## config.mk

```make
export PLATFORM = sky130hd
export DESIGN_NAME = i2c_eeprom_byte_master
export DESIGN_NICKNAME = d
export VERILOG_FILES = /design/src/rtl/iebm_pkg.sv /design/src/rtl/iebm_front.sv /design/src/rtl/iebm_back.sv /design/src/rtl/i2c_eeprom_byte_master.sv
export SDC_FILE = /design/constraint.sdc
export NUM_CORES = 1
export LEC_CHECK = 0
export CAP_MARGIN = 25
export CORE_MARGIN = 3
export CORE_UTILIZATION = 40
export DETAILED_ROUTE_END_ITERATION = 10
export DONT_BUFFER_PORTS = 1
export PLACE_DENSITY = 0.63
export SKIP_LAST_GASP = 1
export SLEW_MARGIN = 30
export SYNTH_ARGS = -nofsm -noshare
export SYNTH_HDL_FRONTEND = slang
export SYNTH_SLANG_ARGS = --single-unit
```

## constraint.sdc

```tcl
create_clock -name clk -period 4 [get_ports clk]
set_clock_uncertainty 0.15 [all_clocks]
set_input_delay 0.8 -clock clk [delete_from_list [all_inputs] [get_ports clk]]
set_output_delay 0.8 -clock clk [all_outputs]
set_load 0.02 [all_outputs]
```

## src/rtl/iebm_pkg.sv

```systemverilog
// Shared types and constants for the I2C EEPROM byte master.
`timescale 1ns / 1ps

package iebm_pkg;

  localparam int LATCH_DEPTH = 5;
  localparam int IN_DATA_W   = 48;
  localparam int OUT_DATA_W  = 16;

  localparam logic [1:0] OP_TICK  = 2'd0;
  localparam logic [1:0] OP_WRITE = 2'd1;
  localparam logic [1:0] OP_READ  = 2'd2;

  localparam logic [7:0] ACK_WAIT_RESET = 8'd50;

  typedef struct packed {
    logic       start;
    logic       rd;
    logic [7:0] dev_wr;
    logic [7:0] dev_rd;
    logic [7:0] addr_hi;
    logic [7:0] addr_lo;
    logic [7:0] wdata;
    logic       sda_in;
  } item_t;

  typedef struct packed {
    logic [2:0] pad;
    logic       nack_seen;
    logic [7:0] read_data;
    logic       done_res;
    logic       busy_res;
    logic       sda_release;
    logic       scl_level;
  } res_t;

endpackage

```

## src/rtl/iebm_front.sv

```systemverilog
// Input side: decodes each beat into a bus item and queues it for the sequencer.
`timescale 1ns / 1ps

module iebm_front
  import iebm_pkg::*;
(
  input  logic                 clk,
  input  logic                 rst,
  input  logic                 s_tvalid,
  output logic                 s_tready,
  // device_write_byte, device_read_byte, mem_addr_high, mem_addr_low, write_data, sda_in, zero pad
  input  logic [IN_DATA_W-1:0] s_tdata,
  // opcode
  input  logic [1:0]           s_tuser,
  output logic                 head_valid,
  output item_t                head,
  input  logic                 pop
);

  item_t      q [2];
  logic       wr_ptr;
  logic       rd_ptr;
  logic [1:0] count;
  item_t      item;
  logic       push;

  always_comb begin
    item.start   = (s_tuser == OP_WRITE) || (s_tuser == OP_READ);
    item.rd      = (s_tuser == OP_READ);
    item.dev_wr  = s_tdata[7:0];
    item.dev_rd  = s_tdata[15:8];
    item.addr_hi = s_tdata[23:16];
    item.addr_lo = s_tdata[31:24];
    item.wdata   = s_tdata[39:32];
    item.sda_in  = s_tdata[40];
  end

  assign s_tready   = (count != 2'd2);
  assign push       = s_tvalid && s_tready;
  assign head_valid = (count != 2'd0);
  assign head       = q[rd_ptr];

  always_ff @(posedge clk) begin
    if (push) begin
      q[wr_ptr] <= item;
    end
  end

  always_ff @(posedge clk) begin
    if (rst) begin
      wr_ptr <= 1'b0;
      rd_ptr <= 1'b0;
      count  <= 2'd0;
    end else begin
      if (push) begin
        wr_ptr <= ~wr_ptr;
      end
      if (pop) begin
        rd_ptr <= ~rd_ptr;
      end
      case ({push, pop})
        2'b10:   count <= count + 2'd1;
        2'b01:   count <= count - 2'd1;
        default: count <= count;
      endcase
    end
  end

endmodule

```

## src/rtl/iebm_back.sv

```systemverilog
// Bus phase sequencer: steps one phase per queued item and registers the result beat.
`timescale 1ns / 1ps

module iebm_back
  import iebm_pkg::*;
(
  input  logic                  clk,
  input  logic                  rst,
  input  logic                  head_valid,
  input  item_t                 head,
  output logic                  pop,
  input  logic                  cfg_valid,
  output logic                  cfg_ready,
  input  logic [7:0]            cfg_data,
  output logic                  m_tvalid,
  input  logic                  m_tready,
  // scl_level, sda_release, busy_res, done_res, read_data, nack_seen, zero pad
  output logic [OUT_DATA_W-1:0] m_tdata
);

  localparam logic [4:0] PH_IDLE = 5'd0;
  localparam logic [4:0] PH_ST_A = 5'd1;
  localparam logic [4:0] PH_ST_B = 5'd2;
  localparam logic [4:0] PH_ST_C = 5'd3;
  localparam logic [4:0] PH_ST_D = 5'd4;
  localparam logic [4:0] PH_TX_L = 5'd5;
  localparam logic [4:0] PH_TX_H = 5'd6;
  localparam logic [4:0] PH_TX_E = 5'd7;
  localparam logic [4:0] PH_AK_R = 5'd8;
  localparam logic [4:0] PH_AK_H = 5'd9;
  localparam logic [4:0] PH_AK_E = 5'd10;
  localparam logic [4:0] PH_RX_L = 5'd11;
  localparam logic [4:0] PH_RX_H = 5'd12;
  localparam logic [4:0] PH_MN_L = 5'd13;
  localparam logic [4:0] PH_MN_H = 5'd14;
  localparam logic [4:0] PH_MN_E = 5'd15;
  localparam logic [4:0] PH_SP_A = 5'd16;
  localparam logic [4:0] PH_SP_B = 5'd17;
  localparam logic [4:0] PH_SP_C = 5'd18;

  logic [4:0] phase, phase_next, phase_cur;
  logic [3:0] bit_count, bit_count_next;
  logic [2:0] byte_index, byte_index_next;
  logic [7:0] shift_reg, shift_reg_next;
  logic [7:0] read_byte, read_byte_next;
  logic [7:0] ack_cnt, ack_cnt_next;
  logic       nack_flag, nack_flag_next;
  logic       is_read, is_read_next;
  logic [7:0] latched [LATCH_DEPTH];
  logic [7:0] latched_next [LATCH_DEPTH];
  logic [7:0] ack_limit;
  logic [7:0] cur_byte;
  logic       txbit;
  res_t       res;
  res_t       out_reg;

  assign cfg_ready = 1'b1;
  assign pop       = head_valid && (!m_tvalid || m_tready);
  assign m_tdata   = out_reg;
  assign txbit     = shift_reg[7];

  always_comb begin
    unique case (byte_index_next)
      3'd0:    cur_byte = latched_next[0];
      3'd1:    cur_byte = latched_next[1];
      3'd2:    cur_byte = latched_next[2];
      3'd3:    cur_byte = latched_next[3];
      3'd4:    cur_byte = latched_next[4];
      default: cur_byte = 8'd0;
    endcase
  end

  always_comb begin
    bit_count_next  = bit_count;
    shift_reg_next  = shift_reg;
    read_byte_next  = read_byte;
    ack_cnt_next    = ack_cnt;
    nack_flag_next  = nack_flag;
    is_read_next    = is_read;
    latched_next    = latched;
    byte_index_next = byte_index;
    phase_cur       = phase;
    if ((phase == PH_IDLE) && head.start) begin
      latched_next[0] = head.dev_wr;
      latched_next[1] = head.addr_hi;
      latched_next[2] = head.addr_lo;
      latched_next[3] = head.wdata;
      latched_next[4] = head.dev_rd;
      is_read_next    = head.rd;
      nack_flag_next  = 1'b0;
      byte_index_next = 3'd0;
      bit_count_next  = 4'd0;
      phase_cur       = PH_ST_A;
    end
    res             = '0;
    res.scl_level   = 1'b1;
    res.sda_release = 1'b1;
    res.busy_res    = 1'b1;
    phase_next      = phase_cur;
    unique case (phase_cur)
      PH_ST_A: begin
        res.scl_level = 1'b0;
        phase_next    = PH_ST_B;
      end
      PH_ST_B: phase_next = PH_ST_C;
      PH_ST_C: begin
        res.sda_release = 1'b0;
        phase_next      = PH_ST_D;
      end
      PH_ST_D: begin
        res.scl_level   = 1'b0;
        res.sda_release = 1'b0;
        shift_reg_next  = cur_byte;
        bit_count_next  = 4'd0;
        phase_next      = PH_TX_L;
      end
      PH_TX_L: begin
        res.scl_level   = 1'b0;
        res.sda_release = txbit;
        phase_next      = PH_TX_H;
      end
      PH_TX_H: begin
        res.sda_release = txbit;
        phase_next      = PH_TX_E;
      end
      PH_TX_E: begin
        res.scl_level   = 1'b0;
        res.sda_release = txbit;
        shift_reg_next  = {shift_reg[6:0], 1'b0};
        bit_count_next  = bit_count + 4'd1;
        phase_next      = (bit_count_next >= 4'd8) ? PH_AK_R : PH_TX_L;
      end
      PH_AK_R: begin
        res.scl_level = 1'b0;
        ack_cnt_next  = 8'd0;
        phase_next    = PH_AK_H;
      end
      PH_AK_H: begin
        if (!head.sda_in) begin
          phase_next = PH_AK_E;
        end else if (ack_cnt >= ack_limit) begin
          nack_flag_next = 1'b1;
          phase_next     = PH_AK_E;
        end else begin
          ack_cnt_next = ack_cnt + 8'd1;
        end
      end
      PH_AK_E: begin
        res.scl_level  = 1'b0;
        bit_count_next = 4'd0;
        if (!is_read) begin
          if (byte_index >= 3'd3) begin
            phase_next = PH_SP_A;
          end else begin
            byte_index_next = byte_index + 3'd1;
            shift_reg_next  = cur_byte;
            phase_next      = PH_TX_L;
          end
        end else if (byte_index >= 3'd4) begin
          shift_reg_next = 8'd0;
          phase_next     = PH_RX_L;
        end else if (byte_index == 3'd2) begin
          byte_index_next = 3'd4;
          phase_next      = PH_ST_A;
        end else begin
          byte_index_next = byte_index + 3'd1;
          shift_reg_next  = cur_byte;
          phase_next      = PH_TX_L;
        end
      end
      PH_RX_L: begin
        res.scl_level = 1'b0;
        phase_next    = PH_RX_H;
      end
      PH_RX_H: begin
        shift_reg_next = {shift_reg[6:0], head.sda_in};
        bit_count_next = bit_count + 4'd1;
        if (bit_count_next >= 4'd8) begin
          read_byte_next = shift_reg_next;
          phase_next     = PH_MN_L;
        end else begin
          phase_next = PH_RX_L;
        end
      end
      PH_MN_L: begin
        res.scl_level = 1'b0;
        phase_next    = PH_MN_H;
      end
      PH_MN_H: phase_next = PH_MN_E;
      PH_MN_E: begin
        res.scl_level = 1'b0;
        phase_next    = PH_SP_A;
      end
      PH_SP_A: begin
        res.scl_level   = 1'b0;
        res.sda_release = 1'b0;
        phase_next      = PH_SP_B;
      end
      PH_SP_B: begin
        res.sda_release = 1'b0;
        phase_next      = PH_SP_C;
      end
      PH_SP_C: begin
        res.busy_res = 1'b0;
        res.done_res = 1'b1;
        phase_next   = PH_IDLE;
      end
      default: begin
        res.busy_res = 1'b0;
        phase_next   = PH_IDLE;
      end
    endcase
    res.read_data = read_byte_next;
    res.nack_seen = nack_flag_next;
  end

  always_ff @(posedge clk) begin
    if (pop) begin
      out_reg <= res;
    end
  end

  always_ff @(posedge clk) begin
    if (rst) begin
      ack_limit  <= ACK_WAIT_RESET;
      m_tvalid   <= 1'b0;
      phase      <= PH_IDLE;
      bit_count  <= 4'd0;
      byte_index <= 3'd0;
      shift_reg  <= 8'd0;
      read_byte  <= 8'd0;
      ack_cnt    <= 8'd0;
      nack_flag  <= 1'b0;
      is_read    <= 1'b0;
      for (int i = 0; i < LATCH_DEPTH; i++) begin
        latched[i] <= 8'd0;
      end
    end else begin
      if (cfg_valid && cfg_ready) begin
        ack_limit <= cfg_data;
      end
      if (pop) begin
        m_tvalid <= 1'b1;
      end else if (m_tready) begin
        m_tvalid <= 1'b0;
      end
      if (pop) begin
        phase      <= phase_next;
        bit_count  <= bit_count_next;
        byte_index <= byte_index_next;
        shift_reg  <= shift_reg_next;
        read_byte  <= read_byte_next;
        ack_cnt    <= ack_cnt_next;
        nack_flag  <= nack_flag_next;
        is_read    <= is_read_next;
        latched    <= latched_next;
      end
    end
  end

`ifndef SYNTHESIS
  a_pop_fills_out: assert property (@(posedge clk) disable iff (rst)
    pop |=> m_tvalid)
    else $error("result beat lost after a step");

  a_bit_count_range: assert property (@(posedge clk) disable iff (rst)
    bit_count <= 4'd8)
    else $error("bit count past one byte");

  a_byte_index_range: assert property (@(posedge clk) disable iff (rst)
    byte_index <= 3'd4)
    else $error("byte index past latched bytes");

  a_done_not_busy: assert property (@(posedge clk) disable iff (rst)
    (m_tvalid && out_reg.done_res) |-> !out_reg.busy_res)
    else $error("done beat still reports busy");
`endif

endmodule

```

## src/rtl/i2c_eeprom_byte_master.sv

```systemverilog
// I2C EEPROM byte master, top level: input queue front end and phase sequencer.
`timescale 1ns / 1ps

// Each input beat is one bus tick and yields exactly one result beat giving the SCL
// and SDA levels for that tick, busy, done, the last read byte and the nack flag. A
// start write or start read opcode begins a transaction only when the sequencer is
// idle. The block takes one beat per clock cycle while the output is not stalled; a
// result passes through the two-entry input queue and then the sequencer's output
// register. The user must write the ack wait limit through the cfg channel only while
// no transaction is running; the block itself does not enforce this.

module i2c_eeprom_byte_master
  import iebm_pkg::*;
(
  input  logic                  clk,
  input  logic                  rst,
  input  logic                  s_tvalid,
  output logic                  s_tready,
  // device_write_byte, device_read_byte, mem_addr_high, mem_addr_low, write_data, sda_in, zero pad
  input  logic [IN_DATA_W-1:0]  s_tdata,
  // opcode
  input  logic [1:0]            s_tuser,
  output logic                  m_tvalid,
  input  logic                  m_tready,
  // scl_level, sda_release, busy_res, done_res, read_data, nack_seen, zero pad
  output logic [OUT_DATA_W-1:0] m_tdata,
  input  logic                  cfg_valid,
  output logic                  cfg_ready,
  input  logic [7:0]            cfg_data
);

  logic  head_valid;
  item_t head;
  logic  pop;

  iebm_front u_front (
    .clk        (clk),
    .rst        (rst),
    .s_tvalid   (s_tvalid),
    .s_tready   (s_tready),
    .s_tdata    (s_tdata),
    .s_tuser    (s_tuser),
    .head_valid (head_valid),
    .head       (head),
    .pop        (pop)
  );

  iebm_back u_back (
    .clk        (clk),
    .rst        (rst),
    .head_valid (head_valid),
    .head       (head),
    .pop        (pop),
    .cfg_valid  (cfg_valid),
    .cfg_ready  (cfg_ready),
    .cfg_data   (cfg_data),
    .m_tvalid   (m_tvalid),
    .m_tready   (m_tready),
    .m_tdata    (m_tdata)
  );

endmodule
```

==> After elaboration in Yosys (flattened, before gate mapping) <==
Memories as Yosys holds them, arrays and structs flattened. A register that Yosys moved wholly into a read port is not among the register bits.
Index checks and enable logic that the tools add are counted.
{ "totals": {"regBits": 104, "ram_bits": 86, "in_bits": 63, "out_inout_bits": 19, "word_cells": 137, "memories": 1} }
{ "classes": {"n_addsub": 5, "magnitude_cmp": 4, "eq_ne": 32, "n_mux": 45, "bitwise_logic": 2, "n_reduce_logical": 24} }
{ "memory_table": {"columns": ["memory", "depth", "width", "read_ports", "rd_clocked_by_memory_dff", "write_ports", "line", "source"], "rows": [
  ["u_front.q", 2, 43, 1, 1, 1, "iebm_front.sv:20", "item_t q [2];"]
]} }
{ "op_table": {"columns": ["operator", "n"], "rows": [
  ["case mux 5 bit (17 select lines)", 1],
  ["2-to-1 mux 8 bit", 8],
  ["equality test 5 x 4 -> 1 bit, second input constant", 8],
  ["2-to-1 mux 40 bit", 1],
  ["case mux 8 bit (5 select lines)", 1],
  ["case mux 8 bit (4 select lines)", 1],
  ["2-to-1 mux 5 bit", 6],
  ["2-to-1 mux 3 bit", 8],
  ["equality test 5 x 3 -> 1 bit, second input constant", 4],
  ["OR reduction 17 bit", 1],
  ["case mux 8 bit (2 select lines)", 1],
  ["equality test 5 bit, second input constant", 3],
  ["2-to-1 mux 1 bit", 13],
  ["equality test 5 x 2 -> 1 bit, second input constant", 2],
  ["OR reduction 10 bit", 1],
  ["equality test 3 x 2 -> 1 bit, second input constant", 3],
  ["adder 8 x 1 -> 8 bit, second input constant", 1],
  [">= comparator 8 bit", 1],
  ["2-to-1 mux 4 bit", 2],
  ["case mux 4 bit (2 select lines)", 1],
  ["AND reduction 4 bit", 2],
  ["nonzero test 2 bit", 4],
  ["equality test 5 x 1 -> 1 bit, second input constant", 1],
  ["zero test 5 bit", 1],
  ["28 further kinds", 37]
]} }

==> Longest topological paths before layout <==
Gate-level depths: netlist (run 1).
{ "depth": {"word_depth": 12, "mapped_depth": 11, "mapped_depth_nobuf": 9} }

==> Hierarchy <==
A second synthesis (run 1) with hierarchy kept.
{ "hier_totals": {"cells_unflattened": 832, "hier_area_um2": 8699.6} }
{ "modules_own_cells": {"columns": ["mod", "n_inst", "cells_each", "area_each_um2", "seq_area_each_um2"], "rows": [
  ["iebm_back", 1, 672, 5372.7, 2132.0],
  ["iebm_front", 1, 160, 3326.9, 2682.6]
]} }

==> Worst setup path before layout (run 1) <==
Ideal clock, no wire load.
{ "synth_path": {"path_type": "reg-to-reg", "from": "register u_front.count[0]", "to": "memory u_front.q[0][0] (netlist bit) (enable)", "setup_time_ns": 0.444, "arrival_ns": 2.722, "t_required_ns": 3.406, "path_slack_ns": 0.685, "stages_incl_launch_ff": 5, "path_buffers": 1, "synth_period_minus_slack_ns": 3.315, "cell_sequence": "dfxtp_1 -> clkbuf_1 -> nand2b_1 -> nand2_1 -> nor2_1"} }
{ "synth_via": {"elab_chain_len": 4} }
{ "synth_rtl": {"columns": ["item", "line", "source"], "rows": [
  ["start: declaration", "iebm_front.sv:23", "logic [1:0] count;"],
  ["start signal: assignment", "iebm_front.sv:62", "2'b10: count <= count + 2'd1;"],
  ["start signal: assignment", "iebm_front.sv:63", "2'b01: count <= count - 2'd1;"],
  ["start signal: assignment", "iebm_front.sv:64", "default: count <= count;"],
  ["!= test 2 bit", "iebm_front.sv:38", "assign s_tready = (count != 2'd2);"],
  ["net s_tready", "i2c_eeprom_byte_master.sv:18", "output logic s_tready,"],
  ["logical AND 1 bit", "iebm_front.sv:39", "assign push = s_tvalid && s_tready;"],
  ["2-to-1 mux 1 bit", "iebm_front.sv:44", "if (push) begin"],
  ["2-to-1 mux 1 bit (not written as such)", "iebm_front.sv:45", "q[wr_ptr] <= item;"],
  ["end: declaration", "iebm_front.sv:20", null]
]} }
The timed path passes the listed nets, and every way through them passes these cells.

==> Worst setup path after layout (run 1) <==
{ "layout_path": {"from": "register u_back.byte_index[2]", "to": "register u_back.shift_reg[4]"} }
{ "layout_via": {"elab_chain_len": 11, "word_cells_on_any_way": 24, "classes_between": "add/sub (1); order compare (2); eq/ne (7); mux (12); reduce/logical (2)"} }
{ "layout_rtl": {"columns": ["item", "line", "source"], "rows": [
  ["start: declaration", "iebm_back.sv:43", "logic [2:0] byte_index, byte_index_next;"],
  ["start signal: assignment", "iebm_back.sv:250", "byte_index <= byte_index_next;"],
  ["adder 3 x 1 -> 3 bit / equality test 3 x 2 -> 1 bit (equally long branches)", "iebm_back.sv:155, iebm_back.sv:166, iebm_back.sv:162", null],
  ["2-to-1 mux 3 bit", "iebm_back.sv:162", "end else if (byte_index == 3'd2) begin"],
  ["2-to-1 mux 3 bit", "iebm_back.sv:159", "end else if (byte_index >= 3'd4) begin"],
  ["2-to-1 mux 3 bit", "iebm_back.sv:151", "if (!is_read) begin"],
  ["2-to-1 mux 3 bit", "iebm_back.sv:100", "unique case (phase_cur)"],
  ["equality test 3 bit, or another cell as far along", "iebm_back.sv:63", "unique case (byte_index_next)"],
  ["case mux 8 bit (5 select lines)", "iebm_back.sv:63", null],
  ["2-to-1 mux 8 bit", "iebm_back.sv:162", null],
  ["2-to-1 mux 8 bit", "iebm_back.sv:159", null],
  ["2-to-1 mux 8 bit", "iebm_back.sv:151", null],
  ["case mux 8 bit (4 select lines)", "iebm_back.sv:100", null],
  ["end signal: assignment", "iebm_back.sv:251", "shift_reg <= shift_reg_next;"],
  ["end: declaration", "iebm_back.sv:44", "logic [7:0] shift_reg, shift_reg_next;"]
]} }
Several ways; a longest one is shown, not always the timed one. The select of a mux whose other input is x is not followed.
A chain may end at the register's enable or synchronous reset.

==> out/qor.yml, run 1 <==
overflow: 0
worst-r2r-cell-count: 8
cap_violations: 0
portBuffers: 0
power.share.sequential_pct: 43.5
layout.nets: 844
power_mw: 6.62
yosysTopAreaCellShare_pct: 34.9
ys_ff_latch: 191
drtIter0Drc: 389
endpoint: "u_back.shift_reg[4]$_SDFFE_PP0P_"
grt_pass1_wl_mm: 27.9
r2r_slack_ps: 580
path_clk_slew_ps: 80
cts_buffers: 17
wl_per_cell_um: 16.4
finalCritPeriodShare_pct: 85.6
antenna_cells: 0
vias_per_cell: 5.44
firstDrtPassIters: 5
setup_tns_ps: 0
crit_chain: "inv_1 > ha_1 > a211oi_1 > o211a_1 > mux2i_2 > mux2_2 > a221oi_1 > o22ai_1"
cts_sinks: 191
crit_path_top_delay_cell: "dfxtp_1"
hp-class: "input port to flip-flop"
setup_ws_ps: 577
crit_path_start: "u_back.byte_index[2]$_SDFFE_PP0P_"
hold_viol_final: 0
power.leakage_nw: 3.18
critPathCaptureType: "flip-flop"
synthesis.area_um2: 8530
drive_gt1_share_pct: 10.0
clk-insertion-delay-late_ps: 430
dieWidth_um: 152
synth_enable_flop_cells: 99
yosysMostFrequentCell: "nor2_1"
clockRootBuffer: "clkbuf_16"
netlist_instances: 780
finalSetupViolCount: 0
cpPeakStageDelay_ps: 520
syn_to_final_growth_pct: 9.47
die_area_um2: 23100
io_pins: 82
hpwl_mm: 11.6
ys_top_cells_by_area: "edfxtp_1, dfxtp_1, mux2i_1, a211oi_1, nor2_1"
cp.required_ps: 4150
path_buf_inv: 1
dp_cells: 1016
avgSynthCellArea_um2: 10.9
core_um2: 20600
track_usage_pct: 14.9
rsz0062_at_grt: "no"
cp_max_fo: 10
hold_buffers: 0
vias: 5697
ir_worst_vdd_v: 0.000371
fillers: 1944
power.density_nw_per_um2: 709
start_util_pct: 41.5
cp_top_family: "compound AO/OA/AOI/OAI gates"
worst-path-stages: 8
fp-row-count: 52
regToRegEndpoint: "u_back.shift_reg[4]$_SDFFE_PP0P_"
synth.distinct_cells: 62
die_h_um: 152
cts_tree: "done"
min_from: "rst"
async_flop_share_pct: 0
path_class: "flip-flop to flip-flop"
post_cts_buffers: 0
switching_share_pct: 36.6
fmax_mhz: 292
synthFlopType: "edfxtp_1"
status: "complete, no violations"
synth_warnings: 0
p_switching_mw: 2.42
seq_area_um2: 4820
ant_nets: 0
max_flop_register: "u_front.q"
synth.top_cells.by_count: "nor2_1, edfxtp_1, dfxtp_1, mux2i_1, a211oi_1"
yosysTopAreaCell: "edfxtp_1"
grt_max_degree: 90
gp_congestion: 0.822
maxSlewHeadroom_pct: 45.8
clockPowerShare_pct: 23.9
remaining_drc_errors: 0
pre_cts_ws_ps: 621
grt_pass1_vias: 5459
cts.repair.resized: 0
antenna_found_initial: 0
fin_util_pct: 45.4
yosysSeqAreaShare_pct: 56.5
largest_reg_flops: 86
drv_slew: 0
multiInputGateArea_um2: 3430
htreeDepth: 4
tightest_slew_ps: 813
post-route-min-period_ps: 3420
arrival_ps: 3570
instances_no_fill: 1047
timing.rr.start: "u_back.byte_index[2]$_SDFFE_PP0P_"
combinationalPowerShare_pct: 32.6
startpoint_type: "flip-flop"
clk_path_buf_depth: 2
p_int_mw: 4.20
wl_mm: 17.2
==> worst min path at each step <==
stage,to,slack (ps),cells after the start
2_1_floorplan,u_back.nack_flag$_SDFFE_PP0P_,290,2
3_3_place_gp,u_back.read_byte[0]$_SDFFE_PP0P_,290,2
3_5_place_dp,u_back.read_byte[0]$_SDFFE_PP0P_,300,2
4_1_cts,u_back.ack_cnt[1]$_SDFFE_PP0P_,270,1
5_1_grt,u_front.count[1]$_SDFFE_PP0P_,260,1
6_report,u_front.count[1]$_SDFFE_PP0P_,280,1
==> through the flow <==
stage | area [µm²] | hold WS [ps]
2_1_floorplan | 8530 | 287
3_3_place_gp | 8780 | 287
3_5_place_dp | 8780 | 296
4_1_cts | 9330 | 273
5_1_grt | 9330 | 255
6_report | 9330 | 280
==> routing by layer <==
| layer | routed length (µm) | share of wire [%] | up-vias | GRT usage (%) |
|---|---|---|---|---|
| met5 | 0 | 0 | - | 0 |
| met4 | 161 | 0.94 | 0 | 4.32 |
| met3 | 1040 | 6.1 | 13 | 4.78 |
| met2 | 8030 | 47 | 149 | 23.6 |
| met1 | 7940 | 46 | 2679 | 19.7 |
| li1 | - | - | 2856 | - |
==> worst register-to-register path, cell delays in order, from the launching register on <==
cell	delay (ps)
dfxtp_1	520
inv_1	110
ha_1	190
a211oi_1	410
o211a_1	450
mux2i_2	520
mux2_2	410
a221oi_1	410
o22ai_1	140
==> cells by family (layout without fill, tap and decap cells) <==
group | Yosys count | in the layout | share of synthesized area [%]
fa+ha+maj | 16 | 16 | 2.35
compound gates | 178 | 178 | 14.1
flops | 191 | 191 | 56.5
xor+xnor | 6 | 6 | 0.616
simple gates | 234 | 234 | 12.9
buf+inv | 73 | 68 | 3.60
mux | 80 | 80 | 9.86
other cells | 2 | 4 | 0.0881
==> layout by cell type (no fill, tap or decap), types with 3 or more instances in the layout <==
master and instances:
nor2_1 104, edfxtp_1 99, dfxtp_1 91, mux2i_1 61, a211oi_1 59, nand2_1 44
a21oi_1 36, o21ai_0 21, inv_1 20, nor3_1 17, clkbuf_16 17, mux2_2 16
ha_1 16, buf_4 16, nand3_1 12, a31oi_1 12, nand2b_1 11, nor2b_1 10
or3_1 9, o211ai_1 8, nor3b_1 6, a221oi_1 6, o22ai_1 6, a2111oi_0 5
inv_6 5, a21o_1 4, conb_1 4, nand4_1 3, xor2_1 3, nor3_2 3
a22oi_1 3, xnor2_1 3, inv_8 3
==> power by group through the flow <==
stage               sequential (mW)  clock, mW  combinational, mW
floorplan                      2.83          0               1.71
detailed placement             2.93          0               2.17
finish                         2.88       1.58               2.16
CTS                            2.89       1.62               2.18
global placement               2.92          0               2.15
global route                   2.93       1.70               2.44
==> cell type report <==
type / count / area share (%)
Multi-Input combinational cell: 518 / 36.8
Sequential cell: 191 / 51.6
Clock buffer: 17 / 4.56
Timing Repair Buffer: 16 / 1.29
Tap cell: 270 / 3.62
Clock inverter: 14 / 1.31
Inverter: 21 / 0.845
(Power assumes the default switching activity.)
==> inputs of run 2 (changes only) <==
--- a/config.mk
+++ b/config.mk
@@ -10,7 +10,7 @@
 export CORE_UTILIZATION = 40
 export DETAILED_ROUTE_END_ITERATION = 10
 export DONT_BUFFER_PORTS = 1
-export PLACE_DENSITY = 0.63
+export PLACE_DENSITY = 0.57
 export SKIP_LAST_GASP = 1
 export SLEW_MARGIN = 30
 export SYNTH_ARGS = -nofsm -noshare
==> out/qor.yml, run 2 (synthesis gave the netlist of run 1 again) <==
die_area_um2: 23100  # unchanged
max_flop_register: "u_front.q"
combinationalPowerShare_pct: 31.5  # -1.1 points
instances_no_fill: 1044  # -0.29%
post_cts_buffers: 0  # unchanged
power.leakage_nw: 3.19  # +0.50%
clk_path_buf_depth: 2  # unchanged
worst-r2r-cell-count: 8  # unchanged
power_mw: 6.78  # +2.3%
track_usage_pct: 15.5  # +0.63 points
die_h_um: 152  # unchanged
clk-insertion-delay-late_ps: 430  # about the same
cts_tree: "done"
grt_max_degree: 90  # unchanged
vias: 5704  # +0.12%
hold_buffers: 0  # unchanged
cts_buffers: 17  # unchanged
fin_util_pct: 45.6  # +0.20 points
post-route-min-period_ps: 3460  # +37.5 ps
timing.rr.start: "u_back.byte_index[2]$_SDFFE_PP0P_"
cp.required_ps: 4140  # about the same
ant_nets: 0  # unchanged
switching_share_pct: 35.7  # -0.90 points
hold_path_end: "u_back.ack_cnt[0]$_SDFFE_PP0P_"
gp_congestion: 0.819  # -0.37%
hold_viol_final: 0  # unchanged
clockPowerShare_pct: 25.5  # +1.6 points
cp_max_fo: 10  # unchanged
regToRegEndpoint: "u_back.shift_reg[3]$_SDFFE_PP0P_"
fillers: 1962  # +0.93%
hpwl_mm: 12.2  # +5.4%
antenna_cells: 0  # unchanged
cts.repair.resized: 0  # unchanged
path_class: "flip-flop to flip-flop"
dieWidth_um: 152  # unchanged
p_switching_mw: 2.42  # -0.17%
layout.nets: 840  # -0.47%
r2r_slack_ps: 540  # -40 ps
htreeDepth: 4  # unchanged
dr_wl_met3_um: 999  # -3.9%
largest_reg_flops: 86  # unchanged
p_int_mw: 4.36  # +3.8%
startpoint_type: "flip-flop"
cap_violations: 0  # unchanged
crit_chain: "inv_1 > ha_1 > a211oi_1 > o211a_1 > mux2i_2 > mux2_2 > a221oi_1 > o22ai_1"
drtIter0Drc: 402  # +3.3%
grt_pass1_vias: 5741  # +5.2%
final_common_cell: "nor2_1"
vias_per_cell: 5.46  # +0.41%
power.density_nw_per_um2: 723  # +1.9%
min_path_cells: 1  # unchanged
path_clk_slew_ps: 70  # about the same
critPathCaptureType: "flip-flop"
finalSetupViolCount: 0  # unchanged
fmax_mhz: 289  # -1.1%
ir_worst_vdd_v: 0.000310  # -17%
status: "complete, no violations"
core_um2: 20600  # unchanged
crit_path_top_delay_cell: "dfxtp_1"
maxUsedRoutingLayer: "met4"
grt_pass1_wl_mm: 29.3  # +5.0%
wl_met1_mm: 7.99  # +0.59%
io_pins: 82  # unchanged
rsz0062_at_grt: "no"
fp-row-count: 52  # unchanged
tightest_slew_ps: 804  # -9.28 ps
antenna_found_initial: 0  # unchanged
wl_mm: 17.9  # +4.0%
firstDrtPassIters: 5  # unchanged
wl_per_cell_um: 17.1  # +4.3%
arrival_ps: 3600  # +30 ps
maxSlewHeadroom_pct: 46.4  # +0.62 points
dp_cells: 1012  # -0.39%
drive_gt1_share_pct: 9.56  # -0.48 points
setup_tns_ps: 0  # unchanged
start_util_pct: 41.5  # unchanged
finalCritPeriodShare_pct: 86.5  # +0.94 points
remaining_drc_errors: 0  # unchanged
power.share.sequential_pct: 43.0  # -0.5 points
drv_slew: 0  # unchanged
syn_to_final_growth_pct: 9.95
clockRootBuffer: "clkbuf_16"
min_from: "rst"
overflow: 0  # unchanged
final_cell_mix: "nor2_1, edfxtp_1, dfxtp_1"
hp-class: "input port to flip-flop"
portBuffers: 0  # unchanged
cts_sinks: 191  # unchanged
wl_met2_mm: 8.60  # +7.1%
cpPeakStageDelay_ps: 520  # about the same
==> run 2: changes by cell type in the layout (fill, tap and decap cells not counted), moves of 2 or more <==
| cell | change |
|---|---|
| buf_4 | -4 |
| inv_8 | -2 |
| clkbuf_16 | +3 |
| inv_6 | -2 |
| clkinv_4 | +4 |
==> run 2: metrics by stage <==
step           instance area (µm²)  hold WS, ps  setup slack (ps)
2_1_floorplan                 8530          287               685
5_1_grt                       9370          267               226
3_5_place_dp                  8750          299               559
3_3_place_gp                  8750          287               664
6_report                      9370          285               539
4_1_cts                       9370          276               552
==> run 2: final cells by class <==
cell class                      count  area (µm²)  area share (%)
Sequential cell                   191        4820            51.4
Multi-Input combinational cell    518        3430            36.6
Clock buffer                       21         504            5.38
Tap cell                          270         338            3.60
Clock inverter                     11         115            1.23
Timing Repair Buffer               12        90.1           0.961
Inverter                           21        78.8           0.841
==> run 2: worst max-delay path by stage <==
stage	start	to	slack [ps]	cells after the start
after floorplan	u_front.count[0]$_SDFFE_PP0P_	u_front.q[0][0]$_DFFE_PP_	680	4
after global placement	u_back.byte_index[2]$_SDFFE_PP0P_	u_back.shift_reg[5]$_SDFFE_PP0P_	660	8
after detailed placement	u_back.byte_index[2]$_SDFFE_PP0P_	u_back.shift_reg[4]$_SDFFE_PP0P_	560	8
after CTS	u_back.byte_index[2]$_SDFFE_PP0P_	u_back.shift_reg[4]$_SDFFE_PP0P_	550	8
after global routing	u_back.byte_index[2]$_SDFFE_PP0P_	u_back.shift_reg[3]$_SDFFE_PP0P_	230	8
final	u_back.byte_index[2]$_SDFFE_PP0P_	u_back.shift_reg[3]$_SDFFE_PP0P_	540	8
==> run 2: worst max-delay path: cells and delay by family (launching register included) <==
family | cells | cell delay (ps)
adder cells (fa/ha/maj) | 1 | 200
multiplexers | 2 | 920
buffers and inverters | 1 | 110
flip-flops | 1 | 520
AO/OA/AOI/OAI | 4 | 1430
==> run 2: power groups by stage <==
stage               combinational (mW)  sequential [mW]  clock, mW
floorplan                         1.71             2.83          0
global placement                  2.09             2.95          0
detailed placement                2.14             2.96          0
CTS                               2.14             2.92       1.77
global route                      2.40             2.96       1.86
finish                            2.13             2.91       1.73
==> run 2: layer usage <==
| layer | track usage (%) | vias to the layer above |
|---|---|---|
| li1 | - | 2842 |
| met1 | 19.6 | 2713 |
| met2 | 25.7 | 133 |
| met3 | 4.81 | 16 |
| met4 | 4.84 | 0 |
| met5 | 0 | - |
==> inputs of run 3 (changes only) <==
--- a/config.mk
+++ b/config.mk
@@ -6,6 +6,7 @@
 export NUM_CORES = 1
 export LEC_CHECK = 0
 export CAP_MARGIN = 25
+export CORE_ASPECT_RATIO = 1.25
 export CORE_MARGIN = 3
 export CORE_UTILIZATION = 40
 export DETAILED_ROUTE_END_ITERATION = 10
==> out/qor.yml, run 3 (synthesis gave the netlist of run 1 again) <==
fp-row-count: 59  # +13%
wl_per_cell_um: 17.3  # +1.4%
clk-insertion-delay-late_ps: 430  # about the same
vias: 5721  # +0.30%
pre_cts_ws_ps: 618  # +59.2 ps
rsz0062_at_grt: "no"
hp-class: "input port to flip-flop"
post-route-min-period_ps: 3420  # -40.0 ps
dieWidth_um: 137  # -10%
finalCritPeriodShare_pct: 85.5  # -1.0 points
dr_wl_met3_um: 729  # -27%
crit_chain: "inv_1 > ha_1 > a211oi_1 > o211a_1 > mux2i_2 > mux2_2 > a221oi_1 > o22ai_1"
final_area_um2: 9350  # -0.29%
ant_nets: 0  # unchanged
cts_buffers: 17  # unchanged
clk_path_buf_depth: 2  # unchanged
cp_max_fo: 10  # unchanged
arrival_ps: 3570  # -30 ps
final_cell_mix: "nor2_1, edfxtp_1, dfxtp_1"
path_clk_slew_ps: 70  # about the same
max_flop_register: "u_front.q"
die_h_um: 169  # +11%
post_cts_buffers: 0  # unchanged
status: "complete, no violations"
maxUsedRoutingLayer: "met4"
cp_top_family: "compound AO/OA/AOI/OAI gates"
crit_path_top_delay_cell: "dfxtp_1"
cap_violations: 0  # unchanged
wl_mm: 18.2  # +1.8%
clockRootBuffer: "clkbuf_16"
start_util_pct: 40.8  # -0.66 points
fillers: 1931  # -1.6%
final_common_cell: "nor2_1"
path_class: "flip-flop to flip-flop"
htreeDepth: 4  # unchanged
cts_tree: "done"
hold_viol_final: 0  # unchanged
syn_to_final_growth_pct: 9.63
finalSetupViolCount: 0  # unchanged
startpoint_type: "flip-flop"
maxSlewHeadroom_pct: 45.9  # -0.53 points
grt_pass1_wl_mm: 29.4  # about the same
path_buf_inv: 1  # unchanged
r2r_slack_ps: 580  # +40 ps
drtIter0Drc: 430  # +7.0%
drv_slew: 0  # unchanged
power.leakage_nw: 3.18  # -0.54%
core_um2: 20900  # +1.6%
critPathCaptureType: "flip-flop"
gp_congestion: 0.882  # +7.8%
wl_met2_mm: 9.52  # +11%
portBuffers: 0  # unchanged
largest_reg_flops: 86  # unchanged
tightest_slew_ps: 811  # +6.87 ps
antenna_cells: 0  # unchanged
fmax_mhz: 292  # +1.2%
cpPeakStageDelay_ps: 530  # about the same
drive_gt1_share_pct: 9.69  # +0.13 points
hold_buffers: 0  # unchanged
wl_met1_mm: 7.69  # -3.7%
remaining_drc_errors: 0  # unchanged
cts_sinks: 191  # unchanged
io_pins: 82  # unchanged
antenna_found_initial: 0  # unchanged
layout.nets: 840  # unchanged
grt_pass1_vias: 5733  # -0.14%
die_area_um2: 23100  # about the same
setup_tns_ps: 0  # unchanged
overflow: 0  # unchanged
track_usage_pct: 16.1  # +0.59 points
postPlaceCellArea_um2: 8760  # about the same
setup_ws_ps: 579  # +40.0 ps
power.density_nw_per_um2: 718  # -0.72%
firstDrtPassIters: 7  # +2
cts.repair.resized: 0  # unchanged
cp.required_ps: 4150  # about the same
hpwl_mm: 12.2  # -0.20%
ir_worst_vdd_v: 0.000339  # +9.5%
grt_max_degree: 90  # unchanged
vias_per_cell: 5.46  # about the same
run 3: cell count changes in the layout (fill, tap and decap cells not counted), sizes merged:
cell,previous run,this run
clkbuf,21,18
clkinv,6,5
clkinvlp,1,2
inv,24,27
run 3: worst paths after layout:
check,startpoint,end,depth (start not counted)
max,u_back.byte_index[2]$_SDFFE_PP0P_,u_back.shift_reg[5]$_SDFFE_PP0P_,8
min,rst,u_back.ack_limit[3]$_SDFFE_PP0P_,1
max reg2reg,u_back.byte_index[2]$_SDFFE_PP0P_,u_back.shift_reg[5]$_SDFFE_PP0P_,8
min reg2reg,u_back.nack_flag$_SDFFE_PP0P_,u_back.nack_flag$_SDFFE_PP0P_,2
run 3: layout make-up:
| class | count | area, µm² | area share (%) |
|---|---|---|---|
| clock inverter | 14 | 148 | 1.58 |
| clock buffer | 18 | 439 | 4.70 |
| tap | 274 | 343 | 3.67 |
| sequential | 191 | 4820 | 51.5 |
| multi-input combinational | 518 | 3430 | 36.7 |
| inverter | 21 | 78.8 | 0.843 |
| timing repair buffer | 12 | 90.1 | 0.964 |
run 3: worst register-to-register path: cells and delay by family (launching register included):
family / cells / cell delay [ps]
buf+inv: 1 / 110
compound gates: 4 / 1420
mux: 2 / 900
flops: 1 / 530
fa+ha+maj: 1 / 190
run 3: power by group:
part | switching [mW] | total, mW | internal, mW
combinational | 1.32 | 2.14 | 0.816
clock | 0.755 | 1.65 | 0.898
sequential | 0.355 | 2.92 | 2.56
total | 2.43 | 6.71 | 4.27
run 3: per-layer routing:
metal / track usage, % / up-vias
met5: 0 / -
met4: 4.73 / 0
met3: 3.97 / 17
met2: 28.7 / 119
met1: 19.2 / 2740
li1: - / 2845
run 3: stage by stage:
stage	std cells	util [%]	total power, mW	hold WS, ps
after floorplan	782	-	4.54	287
after global placement	1016	41.9	5.04	288
after detailed placement	1016	41.9	5.11	293
after CTS	1048	44.7	6.78	275
after global routing	1048	44.7	7.16	264
final	1048	44.7	6.71	284
